$ cat src/rtl/gcr62_pkg.sv
// Package for the 6-and-2 GCR sector data field decoder.
// Holds field layout constants, the GCR code table, item types and the
// translation function. No dependencies.
package gcr62_pkg;

  // Field layout, counted in nibbles from the first auxiliary nibble.
  localparam int unsigned SECTOR_BYTES = 256;
  localparam int unsigned AUX_COUNT    = 86;
  localparam int unsigned POS_W        = 9;
  localparam int unsigned AUX_AW       = 7;

  localparam logic [POS_W-1:0] POS_DATA_FIRST = POS_W'(AUX_COUNT);
  localparam logic [POS_W-1:0] POS_CSUM       = POS_W'(AUX_COUNT + SECTOR_BYTES);
  localparam logic [POS_W-1:0] POS_EPI1       = POS_W'(AUX_COUNT + SECTOR_BYTES + 1);
  localparam logic [POS_W-1:0] POS_EPI2       = POS_W'(AUX_COUNT + SECTOR_BYTES + 2);
  localparam logic [POS_W-1:0] POS_DONE       = POS_W'(AUX_COUNT + SECTOR_BYTES + 3);

  // Data index boundaries between the three bit-pair groups.
  localparam logic [POS_W-1:0] J_GRP1 = POS_W'(AUX_COUNT);
  localparam logic [POS_W-1:0] J_GRP2 = POS_W'(2 * AUX_COUNT);

  localparam logic [7:0] EPI1_BYTE = 8'hDE;
  localparam logic [7:0] EPI2_BYTE = 8'hAA;
  localparam logic [7:0] BAD_CODE  = 8'hFF;

  // Depth of the queue between front and back.
  localparam int unsigned QDEPTH = 4;
  localparam int unsigned QPTR_W = $clog2(QDEPTH);
  localparam int unsigned QCNT_W = $clog2(QDEPTH + 1);

  typedef enum logic [1:0] {
    GRP_BITS32 = 2'd0,
    GRP_BITS54 = 2'd1,
    GRP_BITS76 = 2'd2
  } grp_t;

  // One queued item: either a data byte still to be merged or the status.
  typedef struct packed {
    logic       is_status;
    logic       bad;
    logic [7:0] chained;
    logic [7:0] index;
    grp_t       grp;
    logic [7:0] aux;
  } q_item_t;

  localparam logic [7:0] GCR_CODES [64] = '{
    8'h96, 8'h97, 8'h9a, 8'h9b, 8'h9d, 8'h9e, 8'h9f, 8'ha6,
    8'ha7, 8'hab, 8'hac, 8'had, 8'hae, 8'haf, 8'hb2, 8'hb3,
    8'hb4, 8'hb5, 8'hb6, 8'hb7, 8'hb9, 8'hba, 8'hbb, 8'hbc,
    8'hbd, 8'hbe, 8'hbf, 8'hcb, 8'hcd, 8'hce, 8'hcf, 8'hd3,
    8'hd6, 8'hd7, 8'hd9, 8'hda, 8'hdb, 8'hdc, 8'hdd, 8'hde,
    8'hdf, 8'he5, 8'he6, 8'he7, 8'he9, 8'hea, 8'heb, 8'hec,
    8'hed, 8'hee, 8'hef, 8'hf2, 8'hf3, 8'hf4, 8'hf5, 8'hf6,
    8'hf7, 8'hf9, 8'hfa, 8'hfb, 8'hfc, 8'hfd, 8'hfe, 8'hff
  };

  // Six-bit code in bits 7..2, or BAD_CODE for a nibble outside the table.
  function automatic logic [7:0] gcr62_translate(input logic [7:0] nib);
    logic [7:0] res;
    res = BAD_CODE;
    for (int k = 0; k < 64; k++) begin
      if (GCR_CODES[k] == nib) begin
        res = {6'(k), 2'b00};
      end
    end
    return res;
  endfunction

endpackage

$ cat src/rtl/gcr62_ram.sv
// Generic single-write, single-read RAM with registered read data.
// No dependencies.
module gcr62_ram #(
  parameter int unsigned WIDTH = 8,
  parameter int unsigned DEPTH = 86
) (
  input  logic                     clk,
  input  logic                     we,
  input  logic [$clog2(DEPTH)-1:0] waddr,
  input  logic [WIDTH-1:0]         wdata,
  input  logic                     re,
  input  logic [$clog2(DEPTH)-1:0] raddr,
  output logic [WIDTH-1:0]         rdata
);

  logic [WIDTH-1:0] mem_r [DEPTH];
  logic [WIDTH-1:0] rdata_r;

  always_ff @(posedge clk) begin
    if (we) begin
      mem_r[waddr] <= wdata;
    end
    if (re) begin
      rdata_r <= mem_r[raddr];
    end
  end

  assign rdata = rdata_r;

endmodule

$ cat src/rtl/gcr62_front.sv
// Front part: accepts nibbles, translates and chains them, tracks the field
// position and error flag, and stores auxiliary values. Uses gcr62_pkg, gcr62_ram.
module gcr62_front
  import gcr62_pkg::*;
(
  input  logic       clk,
  input  logic       rst_n,
  input  logic       in_tvalid,
  output logic       in_tready,
  input  logic [7:0] in_nibble,
  input  logic       in_start,
  output logic       q_push,
  input  logic       q_ready,
  output q_item_t    q_item
);

  logic [POS_W-1:0] pos_r, pos_nxt, pos_eff;
  logic [7:0]       chain_r, chain_nxt, chain_eff;
  logic             err_r, err_nxt, err_eff;
  logic             s1_valid_r, s1_valid_nxt;
  q_item_t          s1_r, s1_nxt;
  logic [7:0]       code, chained;
  logic             code_bad, fire, load_s1;
  logic [POS_W-1:0] j9, j_m1, j_m2;
  grp_t             grp;
  logic [AUX_AW-1:0] aux_idx;
  logic             ram_we, ram_re;
  logic [7:0]       ram_rdata;

  assign q_push    = s1_valid_r;
  assign in_tready = !s1_valid_r || q_ready;
  assign fire      = in_tvalid && in_tready;

  always_comb begin
    pos_eff   = in_start ? '0 : pos_r;
    chain_eff = in_start ? '0 : chain_r;
    err_eff   = in_start ? 1'b0 : err_r;
    code      = gcr62_translate(in_nibble);
    code_bad  = (code == BAD_CODE);
    chained   = code ^ chain_eff;
    j9        = pos_eff - POS_DATA_FIRST;
    j_m1      = j9 - J_GRP1;
    j_m2      = j9 - J_GRP2;
    if (j9 < J_GRP1) begin
      grp     = GRP_BITS32;
      aux_idx = j9[AUX_AW-1:0];
    end else if (j9 < J_GRP2) begin
      grp     = GRP_BITS54;
      aux_idx = j_m1[AUX_AW-1:0];
    end else begin
      grp     = GRP_BITS76;
      aux_idx = j_m2[AUX_AW-1:0];
    end

    pos_nxt   = pos_eff;
    chain_nxt = chain_eff;
    err_nxt   = err_eff;
    load_s1   = 1'b0;
    ram_we    = 1'b0;
    ram_re    = 1'b0;
    s1_nxt    = s1_r;

    if (pos_eff < POS_DATA_FIRST) begin
      err_nxt   = err_eff | code_bad;
      chain_nxt = chained;
      ram_we    = fire;
      pos_nxt   = pos_eff + 1'b1;
    end else if (pos_eff < POS_CSUM) begin
      err_nxt          = err_eff | code_bad;
      chain_nxt        = chained;
      ram_re           = fire;
      load_s1          = 1'b1;
      s1_nxt.is_status = 1'b0;
      s1_nxt.bad       = 1'b0;
      s1_nxt.chained   = chained;
      s1_nxt.index     = j9[7:0];
      s1_nxt.grp       = grp;
      s1_nxt.aux       = '0;
      pos_nxt          = pos_eff + 1'b1;
    end else if (pos_eff == POS_CSUM) begin
      err_nxt = err_eff | (chain_eff != code);
      pos_nxt = pos_eff + 1'b1;
    end else if (pos_eff == POS_EPI1) begin
      err_nxt = err_eff | (in_nibble != EPI1_BYTE);
      pos_nxt = pos_eff + 1'b1;
    end else if (pos_eff == POS_EPI2) begin
      err_nxt          = err_eff | (in_nibble != EPI2_BYTE);
      load_s1          = 1'b1;
      s1_nxt.is_status = 1'b1;
      s1_nxt.bad       = err_eff | (in_nibble != EPI2_BYTE);
      s1_nxt.chained   = '0;
      s1_nxt.index     = '0;
      s1_nxt.grp       = GRP_BITS32;
      s1_nxt.aux       = '0;
      pos_nxt          = POS_DONE;
    end

    s1_valid_nxt = (fire && load_s1) ? 1'b1 : (q_push && q_ready) ? 1'b0 : s1_valid_r;
  end

  always_ff @(posedge clk) begin
    if (!rst_n) begin
      pos_r      <= '0;
      chain_r    <= '0;
      err_r      <= 1'b0;
      s1_valid_r <= 1'b0;
    end else begin
      s1_valid_r <= s1_valid_nxt;
      if (fire) begin
        pos_r   <= pos_nxt;
        chain_r <= chain_nxt;
        err_r   <= err_nxt;
      end
    end
  end

  always_ff @(posedge clk) begin
    if (fire && load_s1) begin
      s1_r <= s1_nxt;
    end
  end

  // Auxiliary entries are read when the data nibble is taken; the read data
  // holds until the next data nibble, which is taken only as this one leaves.
  gcr62_ram #(
    .WIDTH (8),
    .DEPTH (AUX_COUNT)
  ) u_aux_ram (
    .clk   (clk),
    .we    (ram_we),
    .waddr (pos_eff[AUX_AW-1:0]),
    .wdata (chained),
    .re    (ram_re),
    .raddr (aux_idx),
    .rdata (ram_rdata)
  );

  always_comb begin
    q_item     = s1_r;
    q_item.aux = ram_rdata;
  end

endmodule

$ cat src/rtl/gcr62_queue.sv
// Short FIFO of decoded items between the front and back parts.
// Uses gcr62_pkg.
module gcr62_queue
  import gcr62_pkg::*;
(
  input  logic    clk,
  input  logic    rst_n,
  input  logic    push,
  output logic    push_ready,
  input  q_item_t push_item,
  output logic    pop_valid,
  input  logic    pop,
  output q_item_t pop_item
);

  q_item_t           slot_r [QDEPTH];
  logic [QPTR_W-1:0] wr_ptr_r, rd_ptr_r;
  logic [QCNT_W-1:0] cnt_r;
  logic              do_push, do_pop;

  assign push_ready = (cnt_r != QCNT_W'(QDEPTH));
  assign pop_valid  = (cnt_r != '0);
  assign pop_item   = slot_r[rd_ptr_r];
  assign do_push    = push && push_ready;
  assign do_pop     = pop && pop_valid;

  always_ff @(posedge clk) begin
    if (!rst_n) begin
      wr_ptr_r <= '0;
      rd_ptr_r <= '0;
      cnt_r    <= '0;
    end else begin
      if (do_push) begin
        wr_ptr_r <= wr_ptr_r + 1'b1;
      end
      if (do_pop) begin
        rd_ptr_r <= rd_ptr_r + 1'b1;
      end
      if (do_push && !do_pop) begin
        cnt_r <= cnt_r + 1'b1;
      end else if (do_pop && !do_push) begin
        cnt_r <= cnt_r - 1'b1;
      end
    end
  end

  always_ff @(posedge clk) begin
    if (do_push) begin
      slot_r[wr_ptr_r] <= push_item;
    end
  end

endmodule

$ cat src/rtl/gcr62_back.sv
// Back part: merges the rebuilt low bits into each data byte and holds the
// result in the output register. Uses gcr62_pkg.
module gcr62_back
  import gcr62_pkg::*;
(
  input  logic        clk,
  input  logic        rst_n,
  input  logic        q_valid,
  output logic        q_pop,
  input  q_item_t     q_item,
  output logic        out_tvalid,
  input  logic        out_tready,
  output logic [15:0] out_tdata,
  output logic [1:0]  out_tuser
);

  logic        out_valid_r;
  logic [15:0] data_r, data_nxt;
  logic [1:0]  user_r, user_nxt;
  logic [1:0]  pair;

  assign q_pop = q_valid && (!out_valid_r || out_tready);

  always_comb begin
    case (q_item.grp)
      GRP_BITS32: pair = q_item.aux[3:2];
      GRP_BITS54: pair = q_item.aux[5:4];
      GRP_BITS76: pair = q_item.aux[7:6];
      default:    pair = q_item.aux[7:6];
    endcase
    if (q_item.is_status) begin
      data_nxt = '0;
    end else begin
      data_nxt = {q_item.index, q_item.chained | {6'b0, pair[0], pair[1]}};
    end
    user_nxt = {q_item.bad, q_item.is_status};
  end

  always_ff @(posedge clk) begin
    if (!rst_n) begin
      out_valid_r <= 1'b0;
    end else if (q_pop) begin
      out_valid_r <= 1'b1;
    end else if (out_tready) begin
      out_valid_r <= 1'b0;
    end
  end

  always_ff @(posedge clk) begin
    if (q_pop) begin
      data_r <= data_nxt;
      user_r <= user_nxt;
    end
  end

  assign out_tvalid = out_valid_r;
  assign out_tdata  = data_r;
  assign out_tuser  = user_r;

endmodule

$ cat src/rtl/gcr_six_and_two_decoder.sv
// Top level of the 6-and-2 GCR sector data field decoder.
// Depends on gcr62_pkg, gcr62_front, gcr62_queue and gcr62_back.
//
// Usage: feed the raw nibbles of one sector data field on the in_ stream,
// one nibble per item, with in_tuser set on the first auxiliary nibble.
// A field is 86 auxiliary nibbles, 256 data nibbles, a checksum nibble and
// the two epilogue bytes, 345 items in all. Each data nibble yields one
// out_ item carrying the decoded byte and its index in the sector; the
// second epilogue byte yields one status item whose field_bad bit reports
// any invalid nibble, checksum mismatch or epilogue error. Other nibbles,
// and any nibbles after the status item until the next start marker,
// produce nothing.
// Throughput is one item per cycle while out_tready stays high. A data byte
// leaves through the auxiliary RAM read, the queue, then the output register.
// The front part keeps taking nibbles while the receiver stalls until the
// four-entry queue and its staging register fill; then in_tready drops.
// Reset clears the position, chain value, error flag, queue and output
// register; the auxiliary RAM is not cleared, since every entry is written
// before any data nibble reads it.
module gcr_six_and_two_decoder
  import gcr62_pkg::*;
(
  input  logic        clk,
  input  logic        rst_n,
  input  logic        in_tvalid,
  output logic        in_tready,
  input  logic [7:0]  in_tdata,   // [7:0] nibble
  input  logic [0:0]  in_tuser,   // [0] start_field
  output logic        out_tvalid,
  input  logic        out_tready,
  output logic [15:0] out_tdata,  // [7:0] byte_value, [15:8] byte_index
  output logic [1:0]  out_tuser   // [0] is_status, [1] field_bad
);

  // Items cross from front to back through a short queue so that each side
  // can stall on its own.
  logic    fq_push, fq_ready;
  q_item_t fq_item;
  logic    qb_valid, qb_pop;
  q_item_t qb_item;

  gcr62_front u_front (
    .clk       (clk),
    .rst_n     (rst_n),
    .in_tvalid (in_tvalid),
    .in_tready (in_tready),
    .in_nibble (in_tdata),
    .in_start  (in_tuser[0]),
    .q_push    (fq_push),
    .q_ready   (fq_ready),
    .q_item    (fq_item)
  );

  gcr62_queue u_queue (
    .clk        (clk),
    .rst_n      (rst_n),
    .push       (fq_push),
    .push_ready (fq_ready),
    .push_item  (fq_item),
    .pop_valid  (qb_valid),
    .pop        (qb_pop),
    .pop_item   (qb_item)
  );

  gcr62_back u_back (
    .clk        (clk),
    .rst_n      (rst_n),
    .q_valid    (qb_valid),
    .q_pop      (qb_pop),
    .q_item     (qb_item),
    .out_tvalid (out_tvalid),
    .out_tready (out_tready),
    .out_tdata  (out_tdata),
    .out_tuser  (out_tuser)
  );

endmodule
$ cat config.mk
export PLATFORM = sky130hd
export DESIGN_NAME = gcr_six_and_two_decoder
export DESIGN_NICKNAME = d
export VERILOG_FILES = /design/src/rtl/gcr62_pkg.sv /design/src/rtl/gcr62_ram.sv /design/src/rtl/gcr62_front.sv /design/src/rtl/gcr62_queue.sv /design/src/rtl/gcr62_back.sv /design/src/rtl/gcr_six_and_two_decoder.sv
export SDC_FILE = /design/constraint.sdc
export NUM_CORES = 1
export LEC_CHECK = 0
export ABC_AREA = 1
export BUFFER_PORTS_ARGS = -buffer_cell sky130_fd_sc_hd__buf_2
export CAP_MARGIN = 15
export CORE_UTILIZATION = 40
export CTS_CLUSTER_SIZE = 8
export DETAILED_ROUTE_END_ITERATION = 10
export SLEW_MARGIN = 15
export SYNTH_ARGS = -nofsm -noshare
export SYNTH_HDL_FRONTEND = slang
export SYNTH_SLANG_ARGS = --single-unit
$ cat constraint.sdc
create_clock -name clk -period 7.9 [get_ports clk]
set_clock_uncertainty 0.15 [all_clocks]
set_input_delay 1.58 -clock clk [delete_from_list [all_inputs] [get_ports clk]]
set_output_delay 1.58 -clock clk [all_outputs]
set_load 0.005 [all_outputs]
==> qor.txt <==
DIE WIDTH: 273.6 µm
Min cycle time layout: 6.144 ns
Largest net degree at the start of global routing: 210
Non-Filler Cell Area, Final: 33230 µm²
Die Span Y: 273.6 µm
RSZ-0062 raised after global routing: false
Seq cells post-synth: 693
Die footprint: 74860 µm²
CTS Buf Count: 96
First DRT Iteration DRCs: 1935
Crit-path max FO: 72
Post-CTS Setup Bufs: 0
Number of synthesized flops with an enable pin: 664
PD cells: 266.9 nW/µm²
Post-synth net total: 2646
Fill count: 6615
Compound-gate portion of the synthesized area: 0.08701
Max Fclk: 162.8 MHz
Mean Syn Cell Area: 11.28 µm²
Async SR Flop Fraction: 0
Synth top area cells: edfxtp_1 68%, nor2_1 9.2%, o21ai_0 4.4%
Hold worst-path end: u_front.pos_r[2]$_SDFFE_PN0P_
RePlAce Congestion: 0.8872
Crit. End Element: register
Mux cell area share after synthesis: 0
Hold Path Origin: u_front.pos_r[2]$_SDFFE_PN0P_
Estimated wirelength of the detail-placed design: 44470 µm
Vias per cell: 5.494
Synth cell types: 60
Vias: 19890
Reg2reg end: u_front.u_aux_ram.rdata[7]$_DFFE_PP_
Routed length per placed instance: 20.97 µm
Final ANT Viol Nets: 0
Status: complete, no violations
Share of layout cells above drive strength 1: 0.09320
Synth Instances: 2615
Worst skew pair latency: 0.65 ns
Reg2Reg Depth: 23
Largest family of logic cells by synthesized area: simple AND/OR/NAND/NOR gates
Gr usage total: 0.2033
DRC Markers: 0
Clock transition at path regs: 0.05 ns
RR Startpoint: u_front.pos_r[1]$_SDFFE_PN0P_
I/O pin count: 33
Top FF cell, synth: edfxtp_1
Worst VDD drop: 258.2 µV
Adder-Cell Fraction of Synth Area: 0.007887
DRT Pass-1 Iters: 5
Register area share after synthesis: 0.6954
Max-cap viol count: 0
Post-Synth Simple-Gate Area: 0.1644
NumNets Final: 2665
CTS hold repair buffers: 0
Critical Path AT: 6.38 ns
Port buffer count: 32
Top-count cell post-synth: nor2_1
H-Tree Depth: 3
Cell taking the most area after synthesis: edfxtp_1
YS warnings: 0
Initial Util: 0.4045
Root buffer cell: clkbuf_16
Vias in the first global route: 19650
Reg2reg setup slack: 2.85 ns
Hold path cells: 2
Actual slew at the worst max-slew pin: 1.135 ns
CP Class: in -> reg
Final worst-path cycle share: 0.7777
P&R area growth vs syn: 12.61%
Clock Path Buffers: 3
Initial antenna violation count: 1
Core footprint: 72960 µm²
Post-CTS sizing: 0
Endpoints failing setup: 0
Slew Limit Headroom: 0.2433
Detailed Route WL: 75940 µm
Crit start category: primary input
Gr ovfl total: 0
Clock net sink count: 693
Worst path required time: 8.13 ns
Total negative setup slack: 0 ns
Post-synth top cells: 722 x nor2_1, 664 x edfxtp_1, 259 x o21ai_0, 239 x nand3_1, 139 x nand2_1
Final Hold Fails: 0
Synth Area in XOR/XNOR: 0.005215
CTS tree: done
Final Slew Violations: 0
Core Rows: 99
Leak: 11.30 nW
First-pass GRT wire length: 116700 µm
Post-synth top area share: 0.6757
Placed instance area: 30560 µm²
Mapped Area: 29510 µm²
Hold Crit Class: reg -> reg
[state kept, by name, indices dropped and copies added, names as in the netlist, named ones only]
name	cells
u_queue.rd_ptr_r	2
u_front.q_item	20
u_queue.wr_ptr_r	2
u_front.u_aux_ram.mem_r	516
u_back.out_tdata	16
u_front.u_aux_ram.rdata	6
u_front.chain_r	8
u_back.out_tvalid	1
u_back.out_tuser	2
u_queue.slot_r	104
u_front.err_r	1
u_front.pos_r	9
u_queue.cnt_r	3
u_front.q_push	1
[critical path, cell delays in order]
cell and delay [ns]:
buf_2 0.20, inv_2 0.24, nand2_1 0.25, inv_1 0.21, ha_1 0.27, inv_1 0.10, xor2_2 0.31, inv_2 0.08
nor2_1 0.09, nor2_1 0.07, o21ai_1 0.15, nand3_2 0.15, nand2_4 0.15, inv_4 0.06, nand2_4 0.06, nand2_4 0.32
inv_4 0.58, buf_12 0.39, o21ai_1 0.16, nand3_1 0.15, nand3_1 0.12, nand3_1 0.24, nand3_1 0.10, a21oi_1 0.20
a21oi_1 0.06
[power by group]
| part | internal, W | switching [W] |
|---|---|---|
| combinational | 0.000241 | 0.000709 |
| clock | 0.00223 | 0.00145 |
| sequential | 0.00421 | 0.0000249 |
| total | 0.00668 | 0.00219 |
[layer usage]
metal / global-route usage / vias up / wire (µm)
li1: - / 9221 / -
met1: 0.2732 / 9810 / 32740
met2: 0.3359 / 724 / 36300
met3: 0.03368 / 138 / 4853
met4: 0.06366 / 0 / 2049
met5: 0 / - / 0
[worst max-delay path by stage]
stage	cells after the start	slack, ns	from	end
global route	25	1.37	in_tuser	u_front.u_aux_ram.rdata[2]$_DFFE_PP_
finish	25	1.76	in_tuser	u_front.u_aux_ram.rdata[7]$_DFFE_PP_
floorplan	9	1.73	in_tdata[6]	u_front.u_aux_ram.mem_r[0][6]$_DFFE_PP_
detailed placement	25	1.12	in_tuser	u_front.u_aux_ram.rdata[5]$_DFFE_PP_
CTS	25	1.80	in_tuser	u_front.u_aux_ram.rdata[5]$_DFFE_PP_
global placement	25	1.25	in_tuser	u_front.u_aux_ram.rdata[7]$_DFFE_PP_
[stage by stage]
stage          hold WS (ns)    util  power, W  setup slack, ns  instances
2_1_floorplan        0.2864       -  0.004883            1.726       2615
3_3_place_gp         0.3010  0.4188  0.005239            1.247       3495
3_5_place_dp         0.3099  0.4188  0.005258            1.123       3495
4_1_cts              0.3184  0.4552  0.008942            1.799       3620
5_1_grt              0.3495  0.4554  0.009176            1.370       3620
6_report             0.3205  0.4554  0.008868            1.757       3621
[layout by cell type, fill, tap and decap left out, types with 5 or more instances in the layout]
cell       count
a21oi_1       49
clkbuf_16     99
nand2_4        7
nor2_4         5
edfxtp_1     664
o211ai_1      10
nor2_1       718
o21ai_2       22
o21ai_1       51
ha_1          17
nand3_1      239
o311ai_0       6
inv_1        114
buf_2         32
xor2_1        10
o22ai_1       21
buf_4         23
buf_12         5
nand4_1       13
nor3_1        15
clkbuf_1      21
inv_2         17
dfxtp_1       29
a31oi_1        8
o21ai_0      259
nand2_2        5
nand2_1      137
or2_2          6
[cell families (layout without fill, tap and decap cells)]
logic type               Yosys count  in the layout
adder cells (fa/ha/maj)           18             18
XOR/XNOR                          15             15
AO/OA/AOI/OAI                    454            454
buffers and inverters            274            320
other                              0              1
AND/OR/NAND/NOR                 1161           1161
flip-flops                       693            693
[area by class of cell]
class / instances / area (µm²) / share of cell area
inverter: 135 / 521.8 / 0.01570
clock buffer: 120 / 2556 / 0.07693
timing repair buffer: 60 / 432.9 / 0.01303
sequential: 693 / 20520 / 0.6175
multi-input combinational: 1648 / 7893 / 0.2375
antenna: 1 / 2.502 / 0.00007531
clock inverter: 5 / 102.6 / 0.003088
tap: 959 / 1200 / 0.03611
Power figures use the tool's default switching activity.
